[src/rtl/tccr_pkg.sv]
// Shared types, constants and color table functions for the terminal cell color resolver.
package tccr_pkg;

	localparam int RGB_W      = 24;
	localparam int KIND_W     = 2;
	localparam int INDEX_W    = 8;
	localparam int FLAGS_W    = 4;
	localparam int SLOT_W     = 4;
	localparam int APB_ADDR_W = 3;
	localparam int APB_DATA_W = 32;

	localparam logic [KIND_W-1:0] KIND_DEFAULT = 2'd0;
	localparam logic [KIND_W-1:0] KIND_INDEX   = 2'd1;
	localparam logic [KIND_W-1:0] KIND_RGB     = 2'd2;

	localparam logic ACTION_RESOLVE = 1'b0;
	localparam logic ACTION_WRITE   = 1'b1;

	localparam int FLAG_BOLD      = 0;
	localparam int FLAG_DIM       = 1;
	localparam int FLAG_REVERSE   = 2;
	localparam int FLAG_INVISIBLE = 3;

	localparam logic [RGB_W-1:0] HALF_MASK      = 24'h7F7F7F;
	localparam logic [RGB_W-1:0] DEFAULT_FG_RST = 24'hFFFFFF;
	localparam logic [RGB_W-1:0] DEFAULT_BG_RST = 24'h000000;

	localparam logic [INDEX_W-1:0] ANSI_COUNT  = 8'd16;
	localparam logic [INDEX_W-1:0] BRIGHT_BASE = 8'd8;
	localparam logic [INDEX_W-1:0] GREY_FIRST  = 8'd232;
	localparam logic [INDEX_W-1:0] CUBE_ROW    = 8'd36;
	localparam logic [INDEX_W-1:0] CUBE_SIDE   = 8'd6;
	localparam logic [INDEX_W-1:0] GREY_BASE   = 8'd8;
	localparam logic [INDEX_W-1:0] GREY_STEP   = 8'd10;

	typedef struct packed {
		logic              en;
		logic [SLOT_W-1:0] fg_addr;
		logic [SLOT_W-1:0] bg_addr;
		logic [SLOT_W-1:0] ul_addr;
	} pal_rd_t;

	typedef struct packed {
		logic              en;
		logic [SLOT_W-1:0] addr;
		logic [RGB_W-1:0]  data;
	} pal_wr_t;

	function automatic logic [7:0] cube_level(input logic [2:0] step);
		logic [7:0] lv;
		case (step)
			3'd0: lv = 8'd0;
			3'd1: lv = 8'd95;
			3'd2: lv = 8'd135;
			3'd3: lv = 8'd175;
			3'd4: lv = 8'd215;
			default: lv = 8'd255;
		endcase
		return lv;
	endfunction

	// Color of an index at or above 16: the 6x6x6 cube, then the grey ramp.
	function automatic logic [RGB_W-1:0] index_rgb(input logic [INDEX_W-1:0] n);
		logic [INDEX_W-1:0] c;
		logic [INDEX_W-1:0] rem;
		logic [INDEX_W-1:0] lv;
		logic [2:0]         r;
		logic [2:0]         g;
		logic [2:0]         b;
		c   = n - ANSI_COUNT;
		r   = 3'd0;
		g   = 3'd0;
		for (int k = 1; k < 6; k++) begin
			if (c >= INDEX_W'(k * 36))
				r = 3'(k);
		end
		rem = c - INDEX_W'(r) * CUBE_ROW;
		for (int k = 1; k < 6; k++) begin
			if (rem >= INDEX_W'(k * 6))
				g = 3'(k);
		end
		b   = 3'(rem - INDEX_W'(g) * CUBE_SIDE);
		lv  = GREY_BASE + (n - GREY_FIRST) * GREY_STEP;
		if (n >= GREY_FIRST)
			return {lv, lv, lv};
		return {cube_level(r), cube_level(g), cube_level(b)};
	endfunction

endpackage

[src/rtl/tccr_ifs.sv]
// Valid/ready channel interfaces for cell items and resolved results.
interface tccr_cell_if
	import tccr_pkg::*;
();
	logic               valid;
	logic               ready;
	logic               action;
	logic [KIND_W-1:0]  fg_kind;
	logic [RGB_W-1:0]   fg_value;
	logic [KIND_W-1:0]  bg_kind;
	logic [RGB_W-1:0]   bg_value;
	logic [KIND_W-1:0]  ul_kind;
	logic [RGB_W-1:0]   ul_value;
	logic [FLAGS_W-1:0] attr_flags;
	logic [SLOT_W-1:0]  palette_slot;
	logic [RGB_W-1:0]   palette_rgb;

	modport source (output valid, action, fg_kind, fg_value, bg_kind, bg_value, ul_kind,
		ul_value, attr_flags, palette_slot, palette_rgb, input ready);
	modport sink (input valid, action, fg_kind, fg_value, bg_kind, bg_value, ul_kind,
		ul_value, attr_flags, palette_slot, palette_rgb, output ready);
endinterface

interface tccr_result_if
	import tccr_pkg::*;
();
	logic             valid;
	logic             ready;
	logic [RGB_W-1:0] fg_rgb;
	logic [RGB_W-1:0] bg_rgb;
	logic [RGB_W-1:0] line_rgb;
	logic             glyph_hidden;

	modport source (output valid, fg_rgb, bg_rgb, line_rgb, glyph_hidden, input ready);
	modport sink (input valid, fg_rgb, bg_rgb, line_rgb, glyph_hidden, output ready);
endinterface

[src/rtl/tccr_regs.sv]
// APB configuration registers holding the theme default colors.
module tccr_regs
	import tccr_pkg::*;
(
	input  logic                  clk,
	input  logic                  arst_n,
	input  logic                  psel,
	input  logic                  penable,
	input  logic                  pwrite,
	input  logic [APB_ADDR_W-1:0] paddr,
	input  logic [APB_DATA_W-1:0] pwdata,
	output logic [APB_DATA_W-1:0] prdata,
	output logic                  pready,
	output logic [RGB_W-1:0]      default_fg,
	output logic [RGB_W-1:0]      default_bg
);

	localparam logic REG_DEFAULT_FG = 1'b0;
	localparam logic REG_DEFAULT_BG = 1'b1;

	logic [RGB_W-1:0] default_fg_q;
	logic [RGB_W-1:0] default_bg_q;
	logic             wr_en;
	logic             reg_sel;

	assign pready  = 1'b1;
	assign reg_sel = paddr[2];
	assign wr_en   = psel && penable && pwrite && pready;

	always_ff @(posedge clk or negedge arst_n) begin
		if (!arst_n) begin
			default_fg_q <= DEFAULT_FG_RST;
			default_bg_q <= DEFAULT_BG_RST;
		end else if (wr_en) begin
			case (reg_sel)
				REG_DEFAULT_FG: default_fg_q <= pwdata[RGB_W-1:0];
				REG_DEFAULT_BG: default_bg_q <= pwdata[RGB_W-1:0];
				default: ;
			endcase
		end
	end

	always_comb begin
		case (reg_sel)
			REG_DEFAULT_FG: prdata = APB_DATA_W'(default_fg_q);
			REG_DEFAULT_BG: prdata = APB_DATA_W'(default_bg_q);
			default: prdata = '0;
		endcase
	end

	assign default_fg = default_fg_q;
	assign default_bg = default_bg_q;

endmodule

[src/rtl/tccr_palette.sv]
// ANSI palette storage: two mirrored synchronous memories giving three read ports.
module tccr_palette
	import tccr_pkg::*;
(
	input  logic             clk,
	input  pal_wr_t          wr,
	input  pal_rd_t          rd,
	output logic [RGB_W-1:0] fg_data,
	output logic [RGB_W-1:0] bg_data,
	output logic [RGB_W-1:0] ul_data
);

	localparam int DEPTH = 1 << SLOT_W;

	logic [RGB_W-1:0] color_mem [DEPTH];
	logic [RGB_W-1:0] line_mem  [DEPTH];
	logic [RGB_W-1:0] fg_data_q;
	logic [RGB_W-1:0] bg_data_q;
	logic [RGB_W-1:0] ul_data_q;

	always_ff @(posedge clk) begin
		if (wr.en)
			color_mem[wr.addr] <= wr.data;
		if (rd.en) begin
			fg_data_q <= color_mem[rd.fg_addr];
			bg_data_q <= color_mem[rd.bg_addr];
		end
	end

	always_ff @(posedge clk) begin
		if (wr.en)
			line_mem[wr.addr] <= wr.data;
		if (rd.en)
			ul_data_q <= line_mem[rd.ul_addr];
	end

	assign fg_data = fg_data_q;
	assign bg_data = bg_data_q;
	assign ul_data = ul_data_q;

endmodule

[src/rtl/terminal_cell_color_resolver.sv]
// Top level of the terminal cell color resolver.
// A resolve item passes the palette read and stage-1 registers, then the result registers.
// One item per cycle unless the result stalls; palette reads issue in the transfer cycle.
// Palette writes produce no result and take effect for the next item.
// Reset clears the pipeline valids and loads the default colors; the palette is not cleared.
module terminal_cell_color_resolver
	import tccr_pkg::*;
(
	input  logic                  clk,
	input  logic                  arst_n,
	tccr_cell_if.sink             item,
	tccr_result_if.source         result,
	input  logic                  psel,
	input  logic                  penable,
	input  logic                  pwrite,
	input  logic [APB_ADDR_W-1:0] paddr,
	input  logic [APB_DATA_W-1:0] pwdata,
	output logic [APB_DATA_W-1:0] prdata,
	output logic                  pready
);

	logic [RGB_W-1:0] default_fg;
	logic [RGB_W-1:0] default_bg;
	logic [RGB_W-1:0] pal_fg;
	logic [RGB_W-1:0] pal_bg;
	logic [RGB_W-1:0] pal_ul;
	pal_rd_t          pal_rd;
	pal_wr_t          pal_wr;

	logic               accept;
	logic               out_free;
	logic [INDEX_W-1:0] fg_idx;
	logic [INDEX_W-1:0] fg_idx_eff;
	logic [INDEX_W-1:0] bg_idx;
	logic [INDEX_W-1:0] ul_idx;
	logic               bold_hit;
	logic               fg_pal;
	logic               bg_pal;
	logic               ul_pal;
	logic               ul_set;
	logic [RGB_W-1:0]   fg_pre;
	logic [RGB_W-1:0]   bg_pre;
	logic [RGB_W-1:0]   ul_pre;

	logic               valid_s1;
	logic               fg_pal_s1;
	logic               bg_pal_s1;
	logic               ul_pal_s1;
	logic               ul_set_s1;
	logic [RGB_W-1:0]   fg_pre_s1;
	logic [RGB_W-1:0]   bg_pre_s1;
	logic [RGB_W-1:0]   ul_pre_s1;
	logic [FLAGS_W-1:0] flags_s1;

	logic [RGB_W-1:0] fg_look;
	logic [RGB_W-1:0] fg_dim;
	logic [RGB_W-1:0] fg_rev;
	logic [RGB_W-1:0] bg_rev;
	logic [RGB_W-1:0] fg_fin;
	logic [RGB_W-1:0] line_fin;

	logic             res_valid_q;
	logic [RGB_W-1:0] fg_rgb_q;
	logic [RGB_W-1:0] bg_rgb_q;
	logic [RGB_W-1:0] line_rgb_q;
	logic             hidden_q;

	tccr_regs u_regs (
		.clk        (clk),
		.arst_n     (arst_n),
		.psel       (psel),
		.penable    (penable),
		.pwrite     (pwrite),
		.paddr      (paddr),
		.pwdata     (pwdata),
		.prdata     (prdata),
		.pready     (pready),
		.default_fg (default_fg),
		.default_bg (default_bg)
	);

	tccr_palette u_palette (
		.clk     (clk),
		.wr      (pal_wr),
		.rd      (pal_rd),
		.fg_data (pal_fg),
		.bg_data (pal_bg),
		.ul_data (pal_ul)
	);

	assign out_free   = !res_valid_q || result.ready;
	assign item.ready = !valid_s1 || out_free;
	assign accept     = item.valid && item.ready;

	assign fg_idx     = item.fg_value[INDEX_W-1:0];
	assign bg_idx     = item.bg_value[INDEX_W-1:0];
	assign ul_idx     = item.ul_value[INDEX_W-1:0];
	assign bold_hit   = item.attr_flags[FLAG_BOLD] && (item.fg_kind == KIND_INDEX)
		&& (fg_idx < BRIGHT_BASE);
	assign fg_idx_eff = bold_hit ? fg_idx + BRIGHT_BASE : fg_idx;

	assign fg_pal = (item.fg_kind == KIND_INDEX) && (fg_idx_eff < ANSI_COUNT);
	assign bg_pal = (item.bg_kind == KIND_INDEX) && (bg_idx < ANSI_COUNT);
	assign ul_pal = (item.ul_kind == KIND_INDEX) && (ul_idx < ANSI_COUNT);
	assign ul_set = (item.ul_kind == KIND_INDEX) || (item.ul_kind == KIND_RGB);

	always_comb begin
		case (item.fg_kind)
			KIND_INDEX: fg_pre = index_rgb(fg_idx_eff);
			KIND_RGB: fg_pre = item.fg_value;
			default: fg_pre = default_fg;
		endcase
		case (item.bg_kind)
			KIND_INDEX: bg_pre = index_rgb(bg_idx);
			KIND_RGB: bg_pre = item.bg_value;
			default: bg_pre = default_bg;
		endcase
		case (item.ul_kind)
			KIND_INDEX: ul_pre = index_rgb(ul_idx);
			default: ul_pre = item.ul_value;
		endcase
	end

	assign pal_rd.en      = accept && (item.action == ACTION_RESOLVE);
	assign pal_rd.fg_addr = fg_idx_eff[SLOT_W-1:0];
	assign pal_rd.bg_addr = bg_idx[SLOT_W-1:0];
	assign pal_rd.ul_addr = ul_idx[SLOT_W-1:0];
	assign pal_wr.en      = accept && (item.action == ACTION_WRITE);
	assign pal_wr.addr    = item.palette_slot;
	assign pal_wr.data    = item.palette_rgb;

	always_ff @(posedge clk or negedge arst_n) begin
		if (!arst_n) begin
			valid_s1 <= 1'b0;
		end else if (item.ready) begin
			valid_s1 <= accept && (item.action == ACTION_RESOLVE);
		end
	end

	always_ff @(posedge clk) begin
		if (pal_rd.en) begin
			fg_pal_s1 <= fg_pal;
			bg_pal_s1 <= bg_pal;
			ul_pal_s1 <= ul_pal;
			ul_set_s1 <= ul_set;
			fg_pre_s1 <= fg_pre;
			bg_pre_s1 <= bg_pre;
			ul_pre_s1 <= ul_pre;
			flags_s1  <= item.attr_flags;
		end
	end

	assign fg_look  = fg_pal_s1 ? pal_fg : fg_pre_s1;
	assign fg_dim   = flags_s1[FLAG_DIM] ? ((fg_look >> 1) & HALF_MASK) : fg_look;
	assign bg_rev   = flags_s1[FLAG_REVERSE] ? fg_dim : (bg_pal_s1 ? pal_bg : bg_pre_s1);
	assign fg_rev   = flags_s1[FLAG_REVERSE] ? (bg_pal_s1 ? pal_bg : bg_pre_s1) : fg_dim;
	assign fg_fin   = flags_s1[FLAG_INVISIBLE] ? bg_rev : fg_rev;
	assign line_fin = ul_set_s1 ? (ul_pal_s1 ? pal_ul : ul_pre_s1) : fg_fin;

	always_ff @(posedge clk or negedge arst_n) begin
		if (!arst_n) begin
			res_valid_q <= 1'b0;
		end else if (out_free) begin
			res_valid_q <= valid_s1;
		end
	end

	always_ff @(posedge clk) begin
		if (out_free && valid_s1) begin
			fg_rgb_q   <= fg_fin;
			bg_rgb_q   <= bg_rev;
			line_rgb_q <= line_fin;
			hidden_q   <= (fg_fin == bg_rev);
		end
	end

	assign result.valid        = res_valid_q;
	assign result.fg_rgb       = fg_rgb_q;
	assign result.bg_rgb       = bg_rgb_q;
	assign result.line_rgb     = line_rgb_q;
	assign result.glyph_hidden = hidden_q;

endmodule
[src/flat_wrapper.sv]
// flat-port wrapper written by rule: the top's interface ports become plain ports
module terminal_cell_color_resolver_flat import tccr_pkg::*;
  (clk, arst_n, psel, penable, pwrite, paddr, pwdata, prdata, pready, item_valid, item_action, item_fg_kind, item_fg_value, item_bg_kind, item_bg_value, item_ul_kind, item_ul_value, item_attr_flags, item_palette_slot, item_palette_rgb, item_ready, result_valid, result_fg_rgb, result_bg_rgb, result_line_rgb, result_glyph_hidden, result_ready);
  tccr_cell_if item_i ();
  tccr_result_if result_i ();
  input  logic clk;
  input  logic arst_n;
  input  logic psel;
  input  logic penable;
  input  logic pwrite;
  input  logic [APB_ADDR_W-1:0] paddr;
  input  logic [APB_DATA_W-1:0] pwdata;
  output logic [APB_DATA_W-1:0] prdata;
  output logic pready;
  input wire logic [$bits(item_i.valid)-1:0] item_valid;
  input wire logic [$bits(item_i.action)-1:0] item_action;
  input wire logic [$bits(item_i.fg_kind)-1:0] item_fg_kind;
  input wire logic [$bits(item_i.fg_value)-1:0] item_fg_value;
  input wire logic [$bits(item_i.bg_kind)-1:0] item_bg_kind;
  input wire logic [$bits(item_i.bg_value)-1:0] item_bg_value;
  input wire logic [$bits(item_i.ul_kind)-1:0] item_ul_kind;
  input wire logic [$bits(item_i.ul_value)-1:0] item_ul_value;
  input wire logic [$bits(item_i.attr_flags)-1:0] item_attr_flags;
  input wire logic [$bits(item_i.palette_slot)-1:0] item_palette_slot;
  input wire logic [$bits(item_i.palette_rgb)-1:0] item_palette_rgb;
  output wire logic [$bits(item_i.ready)-1:0] item_ready;
  output wire logic [$bits(result_i.valid)-1:0] result_valid;
  output wire logic [$bits(result_i.fg_rgb)-1:0] result_fg_rgb;
  output wire logic [$bits(result_i.bg_rgb)-1:0] result_bg_rgb;
  output wire logic [$bits(result_i.line_rgb)-1:0] result_line_rgb;
  output wire logic [$bits(result_i.glyph_hidden)-1:0] result_glyph_hidden;
  input wire logic [$bits(result_i.ready)-1:0] result_ready;
  assign item_i.valid = item_valid;
  assign item_i.action = item_action;
  assign item_i.fg_kind = item_fg_kind;
  assign item_i.fg_value = item_fg_value;
  assign item_i.bg_kind = item_bg_kind;
  assign item_i.bg_value = item_bg_value;
  assign item_i.ul_kind = item_ul_kind;
  assign item_i.ul_value = item_ul_value;
  assign item_i.attr_flags = item_attr_flags;
  assign item_i.palette_slot = item_palette_slot;
  assign item_i.palette_rgb = item_palette_rgb;
  assign item_ready = item_i.ready;
  assign result_valid = result_i.valid;
  assign result_fg_rgb = result_i.fg_rgb;
  assign result_bg_rgb = result_i.bg_rgb;
  assign result_line_rgb = result_i.line_rgb;
  assign result_glyph_hidden = result_i.glyph_hidden;
  assign result_i.ready = result_ready;
  terminal_cell_color_resolver u_core (.clk(clk), .arst_n(arst_n), .item(item_i), .result(result_i), .psel(psel), .penable(penable), .pwrite(pwrite), .paddr(paddr), .pwdata(pwdata), .prdata(prdata), .pready(pready));
endmodule
[config.mk]
export PLATFORM = sky130hd
export DESIGN_NAME = terminal_cell_color_resolver_flat
export DESIGN_NICKNAME = d
export VERILOG_FILES = /design/src/rtl/tccr_pkg.sv /design/src/rtl/tccr_ifs.sv /design/src/rtl/tccr_regs.sv /design/src/rtl/tccr_palette.sv /design/src/rtl/terminal_cell_color_resolver.sv /design/src/flat_wrapper.sv
export SDC_FILE = /design/constraint.sdc
export NUM_CORES = 1
export LEC_CHECK = 0
export BUFFER_PORTS_ARGS = -buffer_cell sky130_fd_sc_hd__buf_2
export CORE_UTILIZATION = 55
export DETAILED_ROUTE_END_ITERATION = 7
export PLACE_DENSITY = 0.79
export SYNTH_ARGS = -nofsm -noshare
export SYNTH_HDL_FRONTEND = slang
export SYNTH_HIERARCHICAL = 1
export SYNTH_SLANG_ARGS = --single-unit
[constraint.sdc]
create_clock -name clk -period 7.2 [get_ports clk]
set_input_delay 1.08 -clock clk [delete_from_list [all_inputs] [get_ports clk]]
set_output_delay 1.08 -clock clk [all_outputs]
set_load 0.1 [all_outputs]
* After elaboration in Yosys (flattened, before gate mapping)
Memories as Yosys holds them, arrays and structs flattened. A register that Yosys moved wholly into a read port is not among the register bits.
Cells that the tools add are included.
** Storage, ports and cells
- Flip-flop bits (word level) :: 203
- Bits in latches :: 0
- RAM bits :: 768
- Memory bits (read-only) :: 0
- Bits of input ports :: 153
- Word-level logic and storage cells :: 224
- Memories kept :: 2
** Operators by class
- $add $sub $neg :: 16
- Multiply operators :: 9
- Divide/modulo/power cells :: 0
- $lt $le $gt $ge :: 37
- Equality and inequality tests :: 43
- Shift operators :: 0
- Multiplexer cells :: 72
- Bitwise logic cells :: 2
- Reductions and logical operators :: 27
** Memory list
- u_core.u_palette.color_mem :: words 16, width 24, rd ports 2, clocked after Yosys merged registers in 2, wr ports 1, line tccr_palette.sv:15 : logic [RGB_W-1:0] color_mem [DEPTH];
- u_core.u_palette.line_mem :: words 16, width 24, rd ports 1, clocked after Yosys merged registers in 1, wr ports 1, line tccr_palette.sv:16 : logic [RGB_W-1:0] line_mem [DEPTH];
** Operators by type and width (count)
- $mux 24 :: 15
- $pmux 8 s5 :: 9
- $pmux 24 s2 :: 2
- $ge 8x5->1 const B :: 9
- $ge 8x8->1 const B :: 9
- $pmux 32 s2 :: 1
- $mux 3 :: 20
- $eq 3x2->1 const B :: 18
- $ge 8x7->1 const B :: 6
- $eq 3x1->1 const B :: 9
- $eq 3x3->1 const B :: 9
- $logic_not 3->1 :: 9
- $add 4x8->8 const A :: 3
- $eq 24x24->1 :: 1
- $ge 8x3->1 const B :: 3
- $ge 8x4->1 const B :: 3
- $ge 8x6->1 const B :: 3
- $lt 8x5->1 const B :: 3
- $mul 8x3->7 const B :: 3
- $sub 8x5->8 const B :: 3
- $sub 8x8->8 :: 3
- $sub 8x8->8 const B :: 3
- $mux 2 :: 10
- $mul 3x4->6 const B :: 3
- 13 further kinds :: 49

* Logic depth before layout (Yosys ltp)
Gate-level depths: netlist of run 1.
- Depth after elaboration :: 27
- Gate-level depth with buffers :: 26
- Gate-level depth less buffers :: 26

* By module
Netlist of run 1, hierarchy kept.
** Modules (own cells, without submodules)
- tccr_palette :: instances 1, cells each 1094, area each 22231.3 sq um
- terminal_cell_color_resolver :: instances 1, cells each 1162, area each 11457.2 sq um
- tccr_regs :: instances 1, cells each 140, area each 2303.5 sq um

* Worst setup path after synthesis of run 1
OpenSTA, ideal clock, no wires.
- Path type :: input-to-reg
- From :: input result_ready
- To :: register u_core.bg_pal_s1, enable pin
- Arrival :: 8.313 ns
- Slack :: -1.777 ns
- Stages on the path :: 3
- Path buffers :: 0
- Cells stage by stage :: nand3b_1 > nand2_1 > nor2_1
** RTL lines
- start: declaration :: line flat_wrapper.sv:32 : input wire logic [$bits(result_i.ready)-1:0] result_ready;
- end signal: assignment :: line terminal_cell_color_resolver.sv:143 : bg_pal_s1 <= bg_pal;
- end: declaration :: line terminal_cell_color_resolver.sv:47 : logic bg_pal_s1;

* Worst setup path in the final report of run 1
- From :: input item_fg_kind[1]
- To :: register u_core.fg_pre_s1[1], data pin
** Between the ends
- Cells in the longest elaborated chain, start to end :: 27
- Elaborated cells between the ends (all ways) :: 47
** RTL lines
- start: declaration :: line flat_wrapper.sv:17 : input wire logic [$bits(item_i.fg_kind)-1:0] item_fg_kind;
- $eq 2x1->1 :: line terminal_cell_color_resolver.sv:98, terminal_cell_color_resolver.sv:108
- $logic_and 1x1->1 :: line terminal_cell_color_resolver.sv:98 : assign bold_hit = item.attr_flags[FLAG_BOLD] && (item.fg_kind == KIND_INDEX)
- $logic_and 1x1->1 :: line terminal_cell_color_resolver.sv:99 : && (fg_idx < BRIGHT_BASE);
- $mux 8 :: line terminal_cell_color_resolver.sv:100 : assign fg_idx_eff = bold_hit ? fg_idx + BRIGHT_BASE : fg_idx;
- $sub 8x5->8 :: line tccr_pkg.sv:70 : c = n - ANSI_COUNT;
- $ge 8x6->1 :: line tccr_pkg.sv:74 : if (c >= INDEX_W'(k * 36))
- $mux 1 :: line tccr_pkg.sv:74
- $mux 3 (4 in series) :: line tccr_pkg.sv:74
- [9 not listed]
- $mux 3 :: line terminal_cell_color_resolver.sv:108 : case (item.fg_kind)
- $mul 3x2->2 :: line tccr_pkg.sv:82 : b = 3'(rem - INDEX_W'(g) * CUBE_SIDE);
- $sub 3x3->3 :: line tccr_pkg.sv:82
- $eq 3x3->1, or another cell as far along :: line tccr_pkg.sv:51 : case (step)
- $pmux 8 s5 :: line tccr_pkg.sv:51
- $mux 24 :: line tccr_pkg.sv:86 : return {cube_level(r), cube_level(g), cube_level(b)};
- $pmux 24 s2 (*) :: line terminal_cell_color_resolver.sv:108
- net u_core.fg_pre[1] :: line terminal_cell_color_resolver.sv:41 : logic [RGB_W-1:0] fg_pre;
- end signal: assignment :: line terminal_cell_color_resolver.sv:146 : fg_pre_s1 <= fg_pre;
- end: declaration :: line terminal_cell_color_resolver.sv:50 : logic [RGB_W-1:0] fg_pre_s1;
The timed path passes the listed nets; every way through them passes the cells marked *. The select of a mux whose other input is x is not followed.
A chain may end at the register's enable or synchronous reset.

==> metrics.md, run 1 <==
| Metric | Value |
|---|---|
| Post-DP HPWL | `between 60 and 70 mm` |
| Slew @ Worst Pin | `between 1 and 1.5 ns` |
| WL/cell | `~30 um` |
| PortBufs | `roughly 240` |
| Netlist cell types | `83` |
| Top FF cell, synth | `edfxtp_1` |
| First-pass GRT wire length | `between 150 and 200 mm` |
| CTS H-tree depth | `3` |
| Post-route ant nets | `0` |
| Std cell rows | `93` |
| Final setup TNS | `0 ns` |
| Floorplan die width | `roughly 260 um` |
| Drt drc | `0` |
| Longest Clk Path Bufs | `3` |
| Sw Ratio | `30.4%` |
| Total power divided by cell area | `between 200 and 300 nW/um2` |
| CP peak stage delay | `between 0.4 and 0.5 ns` |
| Initial Utilization | `between 50% and 60%` |
| Pwr Total | `~10 mW` |
| Core Util, Final | `62.2%` |
| Type of element launching the critical path | `input port` |
| Clock network power share | `between 30% and 40%` |
| Largest net degree at the start of global routing | `~150` |
| Nature of the critical path endpoint | `flop` |
| Skew final | `0.0264 ns` |
| DR vias/cell | `6.96` |
| CP most frequent cell | `ha_1` |
| Fin crit period | `slightly above 6 ns` |
| Num CTS Buffers | `68` |
| P&R area growth vs syn | `11.6%` |
| Worst path depth | `27` |
| Synth Instances | `roughly 2400` |
| Worst EP required | `~7.5 ns` |
| Min-Delay Path Depth | `1` |
| RSZ-0062 raised after global routing | `false` |
| MaxCap Viol Count | `0` |
| Antenna violations before repair | `13` |
| Die area | `roughly 66000 um2` |
| Die Y | `about 260 um` |
| Worst-path fanout max | `6` |
| CP top delay family | `simple AND/OR/NAND/NOR gates` |
| Seq pwr share | `between 40 and 50%` |
| Clock latency on the worst-skew pair | `around 0.63 ns` |
| Int Pwr | `7.19 mW` |
| Max_slew headroom | `around a quarter` |
| Combinational power share | `20.7%` |
| Worst Path Buf+Inv | `4` |
| Worst-path clk slew | `0.07 ns` |
| Max Clk Rate | `roughly 160 MHz` |
| Placer congestion estimate | `between 0.9 and 1` |
| Fin nets | `between 2000 and 3000` |
| Worst reg2reg path depth | `5` |
| Slowest cell on crit path | `or3_1` |
| Crit path kind | `input port to flop` |
| Synth Cell Area | `36000 um2` |
| Final Setup Violations | `0` |
| Net Sw Power | `roughly 3.1 mW` |
| CTS tree | `done` |
| Maximum VDD drop | `between 200 and 250 uV` |
| # resized after CTS | `0` |
| CORE AREA | `between 60000 and 70000 um2` |
| Clock root buffer | `clkbuf_16` |
| FILL cells | `4540` |
| Slew Limit Fails | `0` |
| Async SR Flop Fraction | `7.60%` |
| Sequential area share after synthesis | `roughly 54%` |
| Crit path DAT | `~6.4 ns` |
| Final Hold Vio Count | `0` |
| Number of synthesized flops with an enable pin | `a little over 600` |
| Vias in the first global route | `about 24000` |
| Setup bufs post-CTS | `0` |
| Status | `finished clean` |
| Yosys warning count | `6` |
| Tcrit/Tclk final | `84.7%` |
| Vias | `24300` |
| Global route total overflow | `0` |
| I/O pin cnt | `261` |
| Share of cells above drive strength 1 | `between 30% and 40%` |
| Total global routing track utilization | `between 30% and 40%` |
| Num Clock Sinks | `~660` |
| Synthesis-stage register bit count | `~660` |
| Static leakage | `14.3 nW` |
| Pre-antenna DRT Iters | `6` |
| Mean Syn Cell Area | `15.0 um2` |
| Starting DRT DRC Count | `3318` |
| Worst hold path type | `flop to flop` |
| Final wirelength | `105 mm` |
| Post-CTS Hold Buffers | `0` |
[Yosys cell counts, types with 40 or more instances]
cell      instances  area (um2)
mux2_2           56         631
inv_1            56         210
nor2_1          150         563
edfxtp_1        608       18300
a21oi_1         139         696
a22oi_1         164        1230
mux2i_1          54         541
mux4_2          309        6960
nand2_1         163         612
clkbuf_1         94         353
buf_2            40         200
o21ai_0          52         260
ha_1             84        1050
[stage by stage]
step,hold WS [ns],setup WS [ns],instances,cell area (um2)
3_3_place_gp,0.472,0.657,3367,37900
4_1_cts,0.498,1.15,3492,40200
6_report,0.497,1.10,3494,40200
5_1_grt,0.521,0.730,3492,40200
2_1_floorplan,0.449,0.755,2403,36000
3_5_place_dp,0.489,0.540,3367,37900
[layout make-up]
type,instances,area [um2],share of cell area [%]
diodes,2,5.00,0.0125
clock buffers,79,1740,4.34
clock inverters,46,546,1.36
inverters,57,214,0.532
multi-input cells,1515,15500,38.6
flip-flops and latches,658,19500,48.6
well taps,855,1070,2.66
repair buffers,282,1550,3.86
[cell families after synthesis]
family / Yosys count / synth area share [%]
buffers and inverters: 230 / 3.10
adders and majority gates: 91 / 3.28
xor gates and xnor gates: 69 / 1.68
muxes: 440 / 23.5
and+or+nand+nor: 445 / 5.67
other: 2 / 0.0209
AOI/OAI and AO/OA: 461 / 8.51
DFF: 658 / 54.3
[sequential cells by signal, indices dropped and copies added (netlist names), 3 cells and up]
| name | cells |
|---|---|
| u_core/fg_pre_s1 | 24 |
| u_core/bg_pre_s1 | 24 |
| u_core/u_palette/ul_data | 24 |
| u_core/u_palette/bg_data | 24 |
| u_core/result.bg_rgb | 24 |
| u_core/u_regs/default_bg | 24 |
| u_core/u_regs/default_fg | 24 |
| u_core/result.line_rgb | 24 |
| u_core/flags_s1 | 3 |
| u_core/ul_pre_s1 | 24 |
| u_core/u_palette/line_mem | 384 |
| u_core/result.fg_rgb | 24 |
| u_core/u_palette/fg_data | 24 |
[worst paths after layout]
kind,start,to,slack (ns)
worst max register to register,u_core/flags_s1[1]$_DFFE_PP_,u_core/result.glyph_hidden$_DFFE_PP_,4.68
worst min-delay path,u_core/valid_s1$_DFFE_PN0N_,u_core/result.valid$_DFFE_PN0P_,0.50
worst min register to register,u_core/valid_s1$_DFFE_PN0N_,u_core/result.valid$_DFFE_PN0P_,0.50
max in group asynchronous,arst_n,u_core/valid_s1$_DFFE_PN0N_,6.19
min in group asynchronous,arst_n,u_core/u_regs/default_bg[14]$_DFFE_PN0P_,0.56
worst max-delay path,item_fg_kind[1],u_core/fg_pre_s1[1]$_DFFE_PP_,1.10
[routing by layer]
| layer | global-route usage (%) | up-vias | wire [um] |
|---|---|---|---|
| li1 | - | 9997 | - |
| met5 | 0 | - | 109 |
| met1 | 41.2 | 12200 | 37100 |
| met4 | 14.1 | 10 | 5330 |
| met2 | 50.8 | 1755 | 50400 |
| met3 | 6.92 | 353 | 12100 |
[power by group through the flow]
stage	Clock (mW)	Sequential, mW	Combinational (mW)
final	3.64	4.55	2.13
after global routing	3.80	4.56	2.24
after CTS	3.67	4.55	2.10
after detailed placement	0	4.62	2.08
after global placement	0	4.61	2.04
after floorplan	0	4.79	1.35
[layout by cell type (no fill, tap or decap), drive strengths merged, types with 7 or more instances in the layout]
| cell | instances |
|---|---|
| edfxtp | 608 |
| mux4 | 309 |
| buf | 282 |
| a22oi | 164 |
| nand2 | 163 |
| nor2 | 150 |
| a21oi | 139 |
| ha | 84 |
| clkbuf | 79 |
| mux2 | 77 |
| inv | 63 |
| o21ai | 61 |
| mux2i | 54 |
| xor2 | 36 |
| xnor2 | 33 |
| dfrtp | 26 |
| nor3 | 26 |
| clkinv | 26 |
| dfstp | 24 |
| nand3 | 21 |
| nor2b | 20 |
| nand2b | 16 |
| o31ai | 11 |
| a31oi | 11 |
| a21o | 10 |
| bufinv | 9 |
| conb | 9 |
| and2 | 8 |
| and3 | 7 |
| nand4 | 7 |
No activity file was read; power rests on OpenSTA's default activity.
==> inputs of run 2 (changes only) <==
--- a/config.mk
+++ b/config.mk
@@ -8,7 +8,7 @@
 export BUFFER_PORTS_ARGS = -buffer_cell sky130_fd_sc_hd__buf_2
 export CORE_UTILIZATION = 55
 export DETAILED_ROUTE_END_ITERATION = 7
-export PLACE_DENSITY = 0.79
+export PLACE_DENSITY = 0.76
 export SYNTH_ARGS = -nofsm -noshare
 export SYNTH_HDL_FRONTEND = slang
 export SYNTH_HIERARCHICAL = 1
==> constraint.sdc (replaced) <==
create_clock -name clk -period 5.9 [get_ports clk]
set_input_delay 0.885 -clock clk [delete_from_list [all_inputs] [get_ports clk]]
set_output_delay 0.885 -clock clk [all_outputs]
set_load 0.1 [all_outputs]
==> metrics.md, run 2 (same netlist as run 1, synthesis figures left out) <==
| Metric | Value |
|---|---|
| Status | `finished clean` |
| Global route total overflow | `0` |
| I/O pin cnt | `about 260` |
| Most frequent cells in the layout | `608 x edfxtp_1, 309 x mux4_2, 235 x buf_2` |
| WL/cell | `~30 um` |
| P&R area growth vs syn | `12.6%` |
| Worst-path fanout max | `5` |
| Slew @ Worst Pin | `between 1 and 1.5 ns` |
| Maximum VDD drop | `217 uV` |
| Clock latency on the worst-skew pair | `about 0.62 ns` |
| Die area | `approximately 66000 um2` |
| Post-CTS Hold Buffers | `0` |
| Post-DP HPWL | `slightly below 70 mm` |
| Final Setup Violations | `0` |
| CTS tree | `done` |
| Worst Path Buf+Inv | `5` |
| Max Clk Rate | `roughly 180 MHz` |
| Worst-path clk slew | `~0.060 ns` |
| Drt drc | `0` |
| CTS H-tree depth | `3` |
| Fin nets | `2867` |
| Slew Limit Fails | `0` |
| Max_slew headroom | `roughly 14%` |
| PortBufs | `241` |
| Crit path kind | `input port to flop` |
| CP most frequent cell | `ha_1` |
| Final wirelength | `~110 mm` |
| Placer congestion estimate | `between 0.9 and 1` |
| MaxCap Viol Count | `0` |
| Most common cell after layout, fill and taps aside | `edfxtp_1` |
| Number of flip-flops in the largest register | `384` |
| DR vias/cell | `6.92` |
| CORE AREA | `64600 um2` |
| Slowest cell on crit path | `o21ai_0` |
| Final Hold Vio Count | `0` |
| Pwr Total | `about 13 mW` |
| Floorplan die width | `about 260 um` |
| Largest net degree at the start of global routing | `152` |
| Die Y | `about 260 um` |
| Placed cell area | `38200 um2` |
| Initial Utilization | `55.7%` |
| Vias | `~24000` |
| Type of element launching the critical path | `input port` |
| Setup bufs post-CTS | `0` |
| # resized after CTS | `0` |
| Starting DRT DRC Count | `between 3000 and 4000` |
| Clock root buffer | `clkbuf_16` |
| Nature of the critical path endpoint | `flop` |
| Worst EP required | `around 6.2 ns` |
| Tcrit/Tclk final | `roughly 94%` |
| Longest Clk Path Bufs | `3` |
| Worst hold path type | `input port to async pin` |
| Worst slack, placed | `-0.167 ns` |
| Static leakage | `between 10 and 15 nW` |
| Post-Layout Inst Area | `40500 um2` |
| Antenna violations before repair | `13` |
| Fin crit period | `5.55 ns` |
| Total global routing track utilization | `around a third` |
| First-pass GRT wire length | `roughly 160 mm` |
| Vias in the first global route | `about 24000` |
| Pre-antenna DRT Iters | `7` |
| Crit path DAT | `a little under 6 ns` |
| RSZ-0062 raised after global routing | `false` |
| Num CTS Buffers | `70` |
| PnR worst setup slack | `between 0.3 and 0.4 ns` |
| CP peak stage delay | `0.44 ns` |
| CP top delay family | `compound AO/OA/AOI/OAI gates` |
| Num Clock Sinks | `between 600 and 700` |
| Total power divided by cell area | `about 310 nW/um2` |
| Std cell rows | `93` |
| Skew final | `slightly below 0.03 ns` |
| Post-route ant nets | `0` |
| Reg with most FFs | `u_core/u_palette/line_mem` |
| Share of cells above drive strength 1 | `around 33%` |
-- run 2: layer usage --
layer / share of wire (%) / vias to the layer above / GRT usage [%]
met5: 0.094 / - / 0
met4: 4.9 / 14 / 14.5
met3: 12 / 368 / 7.76
met2: 47 / 1813 / 51.0
met1: 36 / 12200 / 43.0
li1: - / 10100 / -
-- run 2: layout make-up --
| type | count | area [um2] |
|---|---|---|
| repair buffers | 322 | 1880 |
| well taps | 855 | 1070 |
| multi-input cells | 1515 | 15500 |
| clock inverters | 44 | 498 |
| flip-flops and latches | 658 | 19500 |
| fillers | 4556 | 24000 |
| inverters | 57 | 214 |
| clock buffers | 82 | 1820 |
| diodes | 3 | 7.51 |
-- run 2: final timing paths --
path	start	endpoint	slack (ns)	depth (start not counted)
min in group clk	item_attr_flags[3]	u_core/flags_s1[3]$_DFFE_PP_	0.46	1
worst min register to register	u_core/valid_s1$_DFFE_PN0N_	u_core/result.valid$_DFFE_PN0P_	0.51	1
max in group asynchronous	arst_n	u_core/result.valid$_DFFE_PN0P_	5.08	2
worst max-delay path	item_fg_kind[1]	u_core/fg_pre_s1[1]$_DFFE_PP_	0.35	26
worst min-delay path	arst_n	u_core/u_regs/default_bg[12]$_DFFE_PN0P_	0.38	2
worst max register to register	u_core/flags_s1[1]$_DFFE_PP_	u_core/result.glyph_hidden$_DFFE_PP_	3.33	5
-- run 2: metrics by stage --
step	utilization [%]	instances	hold slack (ns)	setup TNS, ns
final	62.8	3536	0.378	0
after global routing	62.8	3533	0.439	0
after CTS	62.8	3533	0.376	0
after detailed placement	59.2	3407	0.501	-0.709
after global placement	59.2	3407	0.473	-0.0879
after floorplan	-	2403	0.449	0
-- run 2: worst register-to-register path, stage by stage, from the launching register on --
cell and delay (ns):
edfxtp_1 0.99, mux4_2 0.48, xor2_1 0.28, nand3_1 0.12
nor4_1 0.31, a41o_1 0.24
-- run 2: report_power, final --
part	total, mW	switching [mW]	internal, mW
combinational	2.66	1.80	0.860
clock	4.49	1.87	2.62
sequential	5.56	0.157	5.40
total	12.7	3.83	8.88
